==> src/rtl/ldts_pkg.sv <==
package ldts_pkg;

  localparam int MAX_SAMPLE_BITS = 16;
  localparam int TARGET_W        = 16;
  localparam int POW_W           = 24;                   // Q8.16 power of sqrt2
  localparam int SUM_W           = 26;                   // triple sum, 16 fraction bits
  localparam int RATIO_W         = 32;                   // Q16.16
  localparam int NUM_W           = 49;                   // maxval << 32 plus rounding term
  localparam int PROD_W          = SUM_W + RATIO_W;
  localparam int LEVEL_W         = PROD_W + 1 - 24;      // scaled level, Q.8
  localparam int ERR_W           = 24;
  localparam int ACC_W           = 48;
  localparam int OUT_TDATA_W     = 104;
  localparam int CFG_INDEX_W     = 3;
  localparam int CFG_DATA_W      = 5;
  localparam int DIV_CNT_W       = 6;

  localparam logic [SUM_W-1:0]   THREE_Q16 = SUM_W'(196608);
  localparam logic [ERR_W-1:0]   ERR_SAT   = 24'hFFFF00;
  localparam logic [PROD_W:0]    ROUND_Q24 = (PROD_W+1)'(1) << 23;
  localparam logic [DIV_CNT_W-1:0] DIV_STEPS = DIV_CNT_W'(NUM_W);

  typedef enum logic [CFG_INDEX_W-1:0] {
    CFG_SAMPLE_BITS    = 3'd0,
    CFG_SIGNED_SAMPLES = 3'd1,
    CFG_TOP_LEVEL_A    = 3'd2,
    CFG_TOP_LEVEL_B    = 3'd3,
    CFG_TOP_LEVEL_C    = 3'd4
  } cfg_index_t;

  typedef enum logic [2:0] {
    ST_IDLE,
    ST_DIVIDE,
    ST_SEARCH,
    ST_DRAIN,
    ST_FINISH
  } state_t;

  typedef struct packed {
    logic               done;
    logic [RATIO_W-1:0] ratio;
  } div_status_t;

  function automatic logic [POW_W-1:0] pow_q16(input logic [3:0] k);
    logic [POW_W-1:0] p;
    case (k)
      4'd0:    p = 24'd65536;
      4'd1:    p = 24'd92682;
      4'd2:    p = 24'd131072;
      4'd3:    p = 24'd185364;
      4'd4:    p = 24'd262144;
      4'd5:    p = 24'd370728;
      4'd6:    p = 24'd524288;
      4'd7:    p = 24'd741455;
      4'd8:    p = 24'd1048576;
      4'd9:    p = 24'd1482910;
      4'd10:   p = 24'd2097152;
      4'd11:   p = 24'd2965821;
      4'd12:   p = 24'd4194304;
      4'd13:   p = 24'd5931642;
      4'd14:   p = 24'd8388608;
      default: p = 24'd11863283;
    endcase
    return p;
  endfunction

  function automatic logic [SUM_W-1:0] triple_sum(input logic [3:0] a,
                                                  input logic [3:0] b,
                                                  input logic [3:0] c);
    logic [SUM_W-1:0] s;
    s = SUM_W'(pow_q16(a)) + SUM_W'(pow_q16(b)) + SUM_W'(pow_q16(c)) - THREE_Q16;
    return s;
  endfunction

endpackage

==> src/rtl/ldts_ratio_div.sv <==
module ldts_ratio_div (
  input  logic                           clk,
  input  logic                           rst,
  input  logic                           start,
  input  logic [ldts_pkg::NUM_W-1:0]     num,
  input  logic [ldts_pkg::SUM_W-1:0]     den,
  output ldts_pkg::div_status_t          status
);

  logic [ldts_pkg::NUM_W-1:0]     num_sh;
  logic [ldts_pkg::NUM_W-1:0]     quo;
  logic [ldts_pkg::SUM_W-1:0]     rem;
  logic [ldts_pkg::DIV_CNT_W-1:0] cnt;
  logic                           busy;
  logic                           done;

  logic [ldts_pkg::SUM_W:0]       shifted;
  logic                           ge;
  logic [ldts_pkg::SUM_W:0]       diff;
  logic [ldts_pkg::SUM_W-1:0]     rem_next;

  // one restoring step per cycle, msb first
  always_comb begin
    shifted  = {rem, num_sh[ldts_pkg::NUM_W-1]};
    ge       = shifted >= {1'b0, den};
    diff     = shifted - {1'b0, den};
    rem_next = ge ? diff[ldts_pkg::SUM_W-1:0] : shifted[ldts_pkg::SUM_W-1:0];
  end

  always_ff @(posedge clk) begin
    if (rst) begin
      busy <= 1'b0;
      done <= 1'b0;
      cnt  <= '0;
    end else begin
      done <= 1'b0;
      if (start) begin
        busy <= 1'b1;
        cnt  <= ldts_pkg::DIV_STEPS;
      end else if (busy) begin
        cnt <= cnt - ldts_pkg::DIV_CNT_W'(1);
        if (cnt == ldts_pkg::DIV_CNT_W'(1)) begin
          busy <= 1'b0;
          done <= 1'b1;
        end
      end
    end
  end

  always_ff @(posedge clk) begin
    if (start) begin
      num_sh <= num;
      rem    <= '0;
      quo    <= '0;
    end else if (busy) begin
      num_sh <= {num_sh[ldts_pkg::NUM_W-2:0], 1'b0};
      rem    <= rem_next;
      quo    <= {quo[ldts_pkg::NUM_W-2:0], ge};
    end
  end

  // saturate anything past 32 bits; a zero divisor yields all ones here too
  assign status.done  = done;
  assign status.ratio = (|quo[ldts_pkg::NUM_W-1:ldts_pkg::RATIO_W])
                        ? '1 : quo[ldts_pkg::RATIO_W-1:0];

endmodule

==> src/rtl/log_dac_level_triple_search_unit.sv <==
// Three-channel logarithmic DAC level search.
//
// Input stream (s_*): one beat carries a 16-bit target PCM level.
// Output stream (m_*): one beat per input with the table slot, the best
// volume triple (high >= mid >= low), its Q16.8 error and the saturating
// Q40.8 running error total.
// Configuration: cfg_we writes cfg_data into register cfg_index
// (0 sample_bits, 1 signed_samples, 2..4 top levels a, b, c); other
// indexes are ignored. Write only while no item is in flight.
//
// An item passes from input beat to output beat through the bit-serial
// divider forming the scale ratio (49 steps and a hand-off), the issue
// of all 816 triples, one a cycle, into the four-stage sum/multiply/
// error/compare pipeline, a drain of it and the posting of the result.
// One item at a time: s_tready is high only while the search sequencer
// is idle and out of reset, so no beat is taken while an item is in
// flight. A result waiting on m_tready does not block the next input
// beat; the next item holds in its finish state until the output
// register frees.
// Reset restores the register defaults and clears the error total.
module log_dac_level_triple_search_unit (
  input  logic                                 clk,
  input  logic                                 rst,
  input  logic                                 s_tvalid,
  output logic                                 s_tready,
  input  logic [ldts_pkg::TARGET_W-1:0]        s_tdata,   // target_level[15:0]
  output logic                                 m_tvalid,
  input  logic                                 m_tready,
  // table_slot[15:0], volume_high[19:16], volume_mid[23:20], volume_low[27:24],
  // match_error[51:28], error_total[99:52], zero pad [103:100]
  output logic [ldts_pkg::OUT_TDATA_W-1:0]     m_tdata,
  input  logic                                 cfg_we,
  input  logic [ldts_pkg::CFG_INDEX_W-1:0]     cfg_index,
  input  logic [ldts_pkg::CFG_DATA_W-1:0]      cfg_data
);

  ldts_pkg::state_t state, state_next;

  logic [4:0] sample_bits;
  logic       signed_samples;
  logic [3:0] top_a, top_b, top_c;

  logic [ldts_pkg::ACC_W-1:0] acc;

  logic                          accept;
  logic                          issue;
  logic                          load_out;
  logic                          issue_last;
  logic                          pipe_busy;

  logic [4:0]                    bits_eff;
  logic [ldts_pkg::TARGET_W-1:0] maxval;
  logic [ldts_pkg::TARGET_W-1:0] flip_mask;
  logic [ldts_pkg::SUM_W-1:0]    s_top;
  logic [ldts_pkg::NUM_W-1:0]    div_num;
  ldts_pkg::div_status_t         div_status;

  logic [ldts_pkg::TARGET_W-1:0] target;
  logic [ldts_pkg::RATIO_W-1:0]  ratio;
  logic [3:0]                    ia, ib, ic;

  logic                          v1, v2, v3;
  logic [ldts_pkg::SUM_W-1:0]    s1;
  logic [ldts_pkg::PROD_W-1:0]   prod2;
  logic [ldts_pkg::LEVEL_W-1:0]  e3;
  logic [11:0]                   tag1, tag2, tag3;

  logic [ldts_pkg::PROD_W:0]     rounded;
  logic [ldts_pkg::LEVEL_W-1:0]  level_q8;
  logic [ldts_pkg::LEVEL_W-1:0]  target_q8;

  logic                          best_valid;
  logic [ldts_pkg::LEVEL_W-1:0]  best_err;
  logic [11:0]                   best_tag;

  logic [ldts_pkg::ERR_W-1:0]    merr;
  logic [ldts_pkg::ACC_W:0]      acc_sum;
  logic [ldts_pkg::ACC_W-1:0]    acc_next;

  logic [ldts_pkg::TARGET_W-1:0] out_slot;
  logic [3:0]                    out_vh, out_vm, out_vl;
  logic [ldts_pkg::ERR_W-1:0]    out_err;
  logic [ldts_pkg::ACC_W-1:0]    out_total;

  // configuration
  always_ff @(posedge clk) begin
    if (rst) begin
      sample_bits    <= 5'd8;
      signed_samples <= 1'b1;
      top_a          <= 4'd15;
      top_b          <= 4'd15;
      top_c          <= 4'd15;
    end else if (cfg_we) begin
      case (cfg_index)
        ldts_pkg::CFG_SAMPLE_BITS:    sample_bits    <= cfg_data;
        ldts_pkg::CFG_SIGNED_SAMPLES: signed_samples <= cfg_data[0];
        ldts_pkg::CFG_TOP_LEVEL_A:    top_a          <= cfg_data[3:0];
        ldts_pkg::CFG_TOP_LEVEL_B:    top_b          <= cfg_data[3:0];
        ldts_pkg::CFG_TOP_LEVEL_C:    top_c          <= cfg_data[3:0];
        default: ;
      endcase
    end
  end

  always_comb begin
    if (sample_bits == 5'd0) begin
      bits_eff = 5'd1;
    end else if (sample_bits > 5'(ldts_pkg::MAX_SAMPLE_BITS)) begin
      bits_eff = 5'(ldts_pkg::MAX_SAMPLE_BITS);
    end else begin
      bits_eff = sample_bits;
    end
    maxval    = ldts_pkg::TARGET_W'((17'd1 << bits_eff) - 17'd1);
    flip_mask = ldts_pkg::TARGET_W'(17'd1 << (bits_eff - 5'd1));
    s_top     = ldts_pkg::triple_sum(top_a, top_b, top_c);
    div_num   = {1'b0, maxval, 32'd0} + ldts_pkg::NUM_W'(s_top[ldts_pkg::SUM_W-1:1]);
  end

  ldts_ratio_div u_div (
    .clk    (clk),
    .rst    (rst),
    .start  (accept),
    .num    (div_num),
    .den    (s_top),
    .status (div_status)
  );

  // sequencer
  assign issue_last = (ia == 4'd0) && (ib == 4'd0) && (ic == 4'd0);
  assign pipe_busy  = v1 || v2 || v3;

  always_comb begin
    state_next = state;
    case (state)
      ldts_pkg::ST_IDLE:   if (s_tvalid) state_next = ldts_pkg::ST_DIVIDE;
      ldts_pkg::ST_DIVIDE: if (div_status.done) state_next = ldts_pkg::ST_SEARCH;
      ldts_pkg::ST_SEARCH: if (issue_last) state_next = ldts_pkg::ST_DRAIN;
      ldts_pkg::ST_DRAIN:  if (!pipe_busy) state_next = ldts_pkg::ST_FINISH;
      ldts_pkg::ST_FINISH: if (!m_tvalid || m_tready) state_next = ldts_pkg::ST_IDLE;
      default:             state_next = ldts_pkg::ST_IDLE;
    endcase
  end

  always_comb begin
    s_tready = (state == ldts_pkg::ST_IDLE) && !rst;
    issue    = (state == ldts_pkg::ST_SEARCH);
    load_out = (state == ldts_pkg::ST_FINISH) && (!m_tvalid || m_tready);
  end

  assign accept = s_tvalid && s_tready;

  always_ff @(posedge clk) begin
    if (rst) begin
      state <= ldts_pkg::ST_IDLE;
    end else begin
      state <= state_next;
    end
  end

  always_ff @(posedge clk) begin
    if (accept) begin
      target <= s_tdata;
    end
    if (div_status.done) begin
      ratio <= div_status.ratio;
    end
  end

  // triple walk: a down from 15, b up to a, c up to b
  always_ff @(posedge clk) begin
    if (accept) begin
      ia <= 4'd15;
      ib <= 4'd0;
      ic <= 4'd0;
    end else if (issue) begin
      if (ic < ib) begin
        ic <= ic + 4'd1;
      end else if (ib < ia) begin
        ib <= ib + 4'd1;
        ic <= 4'd0;
      end else begin
        ia <= ia - 4'd1;
        ib <= 4'd0;
        ic <= 4'd0;
      end
    end
  end

  // evaluation pipeline: sum, multiply, error, compare
  always_ff @(posedge clk) begin
    if (rst) begin
      v1 <= 1'b0;
      v2 <= 1'b0;
      v3 <= 1'b0;
    end else begin
      v1 <= issue;
      v2 <= v1;
      v3 <= v2;
    end
  end

  assign rounded   = {1'b0, prod2} + ldts_pkg::ROUND_Q24;
  assign level_q8  = rounded[ldts_pkg::PROD_W:24];
  assign target_q8 = ldts_pkg::LEVEL_W'({target, 8'd0});

  always_ff @(posedge clk) begin
    s1    <= ldts_pkg::triple_sum(ia, ib, ic);
    tag1  <= {ia, ib, ic};
    prod2 <= ldts_pkg::PROD_W'(s1) * ldts_pkg::PROD_W'(ratio);
    tag2  <= tag1;
    e3    <= (level_q8 >= target_q8) ? level_q8 - target_q8 : target_q8 - level_q8;
    tag3  <= tag2;
  end

  // strict less keeps the earliest triple on ties
  always_ff @(posedge clk) begin
    if (rst) begin
      best_valid <= 1'b0;
    end else if (accept) begin
      best_valid <= 1'b0;
    end else if (v3 && (!best_valid || e3 < best_err)) begin
      best_valid <= 1'b1;
    end
  end

  always_ff @(posedge clk) begin
    if (v3 && (!best_valid || e3 < best_err)) begin
      best_err <= e3;
      best_tag <= tag3;
    end
  end

  // result and running total
  always_comb begin
    merr     = (best_err > ldts_pkg::LEVEL_W'(ldts_pkg::ERR_SAT))
               ? ldts_pkg::ERR_SAT : best_err[ldts_pkg::ERR_W-1:0];
    acc_sum  = {1'b0, acc} + (ldts_pkg::ACC_W+1)'(merr);
    acc_next = acc_sum[ldts_pkg::ACC_W] ? '1 : acc_sum[ldts_pkg::ACC_W-1:0];
  end

  always_ff @(posedge clk) begin
    if (rst) begin
      acc      <= '0;
      m_tvalid <= 1'b0;
    end else begin
      if (load_out) begin
        acc      <= acc_next;
        m_tvalid <= 1'b1;
      end else if (m_tready) begin
        m_tvalid <= 1'b0;
      end
    end
  end

  always_ff @(posedge clk) begin
    if (load_out) begin
      out_slot  <= signed_samples ? (target ^ flip_mask) : target;
      out_vh    <= best_tag[11:8];
      out_vm    <= best_tag[7:4];
      out_vl    <= best_tag[3:0];
      out_err   <= merr;
      out_total <= acc_next;
    end
  end

  assign m_tdata = {4'd0, out_total, out_err, out_vl, out_vm, out_vh, out_slot};

  a_pipe_empty_idle: assert property (@(posedge clk) disable iff (rst)
    (state == ldts_pkg::ST_IDLE) |-> !pipe_busy)
    else $error("search pipeline busy while idle");

  a_err_sat: assert property (@(posedge clk) disable iff (rst)
    m_tvalid |-> (out_err <= ldts_pkg::ERR_SAT))
    else $error("match error above saturation");

  a_acc_monotonic: assert property (@(posedge clk) disable iff (rst)
    !$past(rst) |-> (acc >= $past(acc)))
    else $error("error total decreased");

  a_order: assert property (@(posedge clk) disable iff (rst)
    m_tvalid |-> (out_vh >= out_vm) && (out_vm >= out_vl))
    else $error("volume triple out of order");

  a_out_from_finish: assert property (@(posedge clk) disable iff (rst)
    $rose(m_tvalid) |-> ($past(state) == ldts_pkg::ST_FINISH))
    else $error("result posted outside finish");

endmodule
==> config.mk <==
export PLATFORM = sky130hd
export DESIGN_NAME = log_dac_level_triple_search_unit
export DESIGN_NICKNAME = d
export VERILOG_FILES = /design/src/rtl/ldts_pkg.sv /design/src/rtl/ldts_ratio_div.sv /design/src/rtl/log_dac_level_triple_search_unit.sv
export SDC_FILE = /design/constraint.sdc
export NUM_CORES = 2
export LEC_CHECK = 0
export BUFFER_PORTS_ARGS = -buffer_cell sky130_fd_sc_hd__buf_2
export CAP_MARGIN = 20
export CORE_ASPECT_RATIO = 2
export CORE_MARGIN = 3
export CORE_UTILIZATION = 30
export CTS_CLUSTER_DIAMETER = 150
export DETAILED_ROUTE_END_ITERATION = 8
export PLACE_DENSITY_LB_ADDON = 0.05
export SYNTH_ARGS = -nofsm -noshare
export SYNTH_HDL_FRONTEND = slang
export SYNTH_SLANG_ARGS = --single-unit
==> constraint.sdc <==
create_clock -name clk -period 8 [get_ports clk]
set_clock_uncertainty 0.1 [all_clocks]
set_input_delay 1.2 -clock clk [delete_from_list [all_inputs] [get_ports clk]]
set_output_delay 1.2 -clock clk [all_outputs]
set_load 0.05 [all_outputs]
==> run metrics <==
Sink Count 689; Peak VDD IR just over 300 uV; die area 0.201 mm2; ranking of synthesized cells by area fa_1 (26%), dfxtp_1 (15%), edfxtp_1 (12%); htree depth 3; initial antenna violation count 9; DR WL/cell between 20 and 25 um; Routed WL 210000 um; CTS root buf clkbuf_16; HPWL after detailed placement between 150000 and 200000 um; CP Launch Type flop; Tightest Pin Transition 1.17 ns; CP dominant cell by count fa_1; Worst Hold Class flop to flop; Die X 319 um; # rows around 230; drt pass-1 iters 5; syn_area_per_cell roughly 9.6 um2; ANT nets after route 0; CTS tree done; starting DRC count in detailed routing between 1500 and 2000; Leak between 30 and 40 nW; P&R area growth vs syn 12.7%; Initial Util 0.302; core area between 0.15 and 0.2 mm2; Vias 42000; vias per inst around 4.8; cts bufs inserted 76; CTS Buffer Depth 3; crit path kind flop to flop; Port Buffers 130; routability cong. ~0.86; status finished, final reports clean; share of cells above drive strength 1 0.0791; drt drc 0; Final setup viols 0; Max Fclk around 130 MHz; Fin Setup TNS 0 ns; # IOs approximately 140; Clock transition at path regs 0.07 ns; CP max stage cell fa_1; top post-synthesis cells by count inv_1 (961), fa_1 (770), nand2_1 (661); RSZ-0062 raised after global routing no; final core utilization 0.340; total track usage 0.210; Bufs and invs on worst path 9; crit-path max cell delay between 0.6 and 0.7 ns; synthesized area between 0.05 and 0.06 mm2; die height 632 um; WP data arrival 8.13 ns; Mapped Cells 6089; Yosys Warn Count 0; Synth top area share 0.263; vias in the first global route roughly 47000; ys async rst share 0; min Tclk post-route 7.65 ns; final worst path period share 0.957; flops & latches, synth a little under 700; Fin. Hold Viols 0; global-route wire length before repair 306000 um; max_cap viols 0; Post-synth EDFFs approximately 240; most numerous cell in the Yosys netlist inv_1; largest net degree at the start of global routing between 80 and 90; Yosys top cell by area fa_1; Max FO, Critical Path 26; total grt overflow 0; Slew Viols, Final 0; clk_lat worst skew approximately 0.70 ns; Rel. slew slack 0.215; library cells used by synthesis between 80 and 90; CP delay by family, top adder cells; post-synthesis sequential area ratio 0.277; CP endpoint kind flop; most used flip-flop cell after synthesis dfxtp_1; Worst Path Required about 8.5 ns; Pwr Density about 270 mW/mm2; Tot Pwr between 15 and 20 mW; fin nets 7436
==> report_power, final <==
group / switching, mW / internal, mW
Sequential: 0.291 / 4.04
Clock: 1.71 / 2.21
Combinational: 5.32 / 3.97
==> cell families after synthesis <==
family | count (synthesis) | share of synthesized area
other cells | 2 | 0.000128
fa+ha+maj | 1187 | 0.352
simple gates | 1900 | 0.159
flops | 689 | 0.277
buf+inv | 1232 | 0.0796
mux | 99 | 0.0172
xor+xnor | 246 | 0.0367
compound gates | 734 | 0.0793
==> routing by layer <==
metal	share of wire	wire [um]	vias up	GRT usage
li1	-	-	19600	-
met4	0.086	18100	0	0.153
met3	0.018	3850	400	0.0166
met5	0	0	-	0
met2	0.62	130000	708	0.456
met1	0.28	58600	21300	0.165
==> worst register-to-register path, delay by kind of cell (launching register included) <==
| kind | cells | cell delay (ns) |
|---|---|---|
| AOI/OAI and AO/OA | 9 | 1.68 |
| buffers and inverters | 9 | 0.89 |
| DFF | 1 | 0.41 |
| and+or+nand+nor | 2 | 0.41 |
| adders and majority gates | 8 | 3.92 |
| xor gates and xnor gates | 1 | 0.14 |
==> path summary, 6_finish.rpt <==
kind	startpoint	endpoint	slack, ns	cells after the start
worst max-delay path	ratio[7]$_SDFFCE_PP1P_	prod2[56]$_DFF_P_	0.35	29
worst min-delay path	tag2[2]$_DFF_P_	tag3[2]$_DFF_P_	0.22	0
worst min register to register	tag2[2]$_DFF_P_	tag3[2]$_DFF_P_	0.22	0
worst max register to register	ratio[7]$_SDFFCE_PP1P_	prod2[56]$_DFF_P_	0.35	29
==> metrics by stage <==
step	cell area, um2	hold WS (ns)	setup WS (ns)	cells
2_1_floorplan	58700	0.210	0.909	6092
3_3_place_gp	63400	0.212	0.128	8678
3_5_place_dp	63400	0.214	0.137	8678
5_1_grt	66200	0.236	0.00405	8824
4_1_cts	66100	0.222	0.0893	8818
6_report	66200	0.221	0.346	8829
==> layout by cell type (no fill, tap or decap), types with 13 or more instances in the layout <==
| master | count |
|---|---|
| and4_1 | 16 |
| o22ai_1 | 15 |
| buf_12 | 36 |
| buf_4 | 150 |
| fa_1 | 770 |
| nor3_1 | 88 |
| o21bai_1 | 18 |
| xnor2_1 | 170 |
| nand4_1 | 38 |
| nor4_1 | 24 |
| inv_1 | 960 |
| o21ai_0 | 166 |
| and2_1 | 479 |
| buf_2 | 129 |
| or3_1 | 17 |
| xor2_1 | 76 |
| o21a_1 | 21 |
| a21o_1 | 98 |
| nand3_1 | 60 |
| nand2_1 | 660 |
| nor2b_1 | 31 |
| nor2_1 | 337 |
| nand2b_1 | 70 |
| edfxtp_1 | 244 |
| clkbuf_16 | 80 |
| a21oi_1 | 199 |
| o211ai_1 | 13 |
| dfxtp_1 | 443 |
| a211oi_1 | 47 |
| and3_1 | 33 |
| a311oi_1 | 29 |
| ha_1 | 417 |
| mux2i_1 | 92 |
| a31oi_1 | 37 |
==> cell type report <==
| cell class | count | area (um2) |
|---|---|---|
| diodes | 6 | 15.0 |
| clock buffers | 95 | 2120 |
| clock inverters | 45 | 608 |
| fillers | 20100 | 128000 |
| inverters | 966 | 3630 |
| multi-input cells | 4171 | 37900 |
| flip-flops and latches | 689 | 16200 |
| well taps | 2541 | 3180 |
| repair buffers | 316 | 2500 |
==> timing repair <==
action,4_1_cts,5_1_grt
buffers inserted,0,3
gates resized for setup,0,5
hold buffers,0,0
endpoints found under the setup margin,0,9
Note: power is estimated with default switching activity, not from simulation.
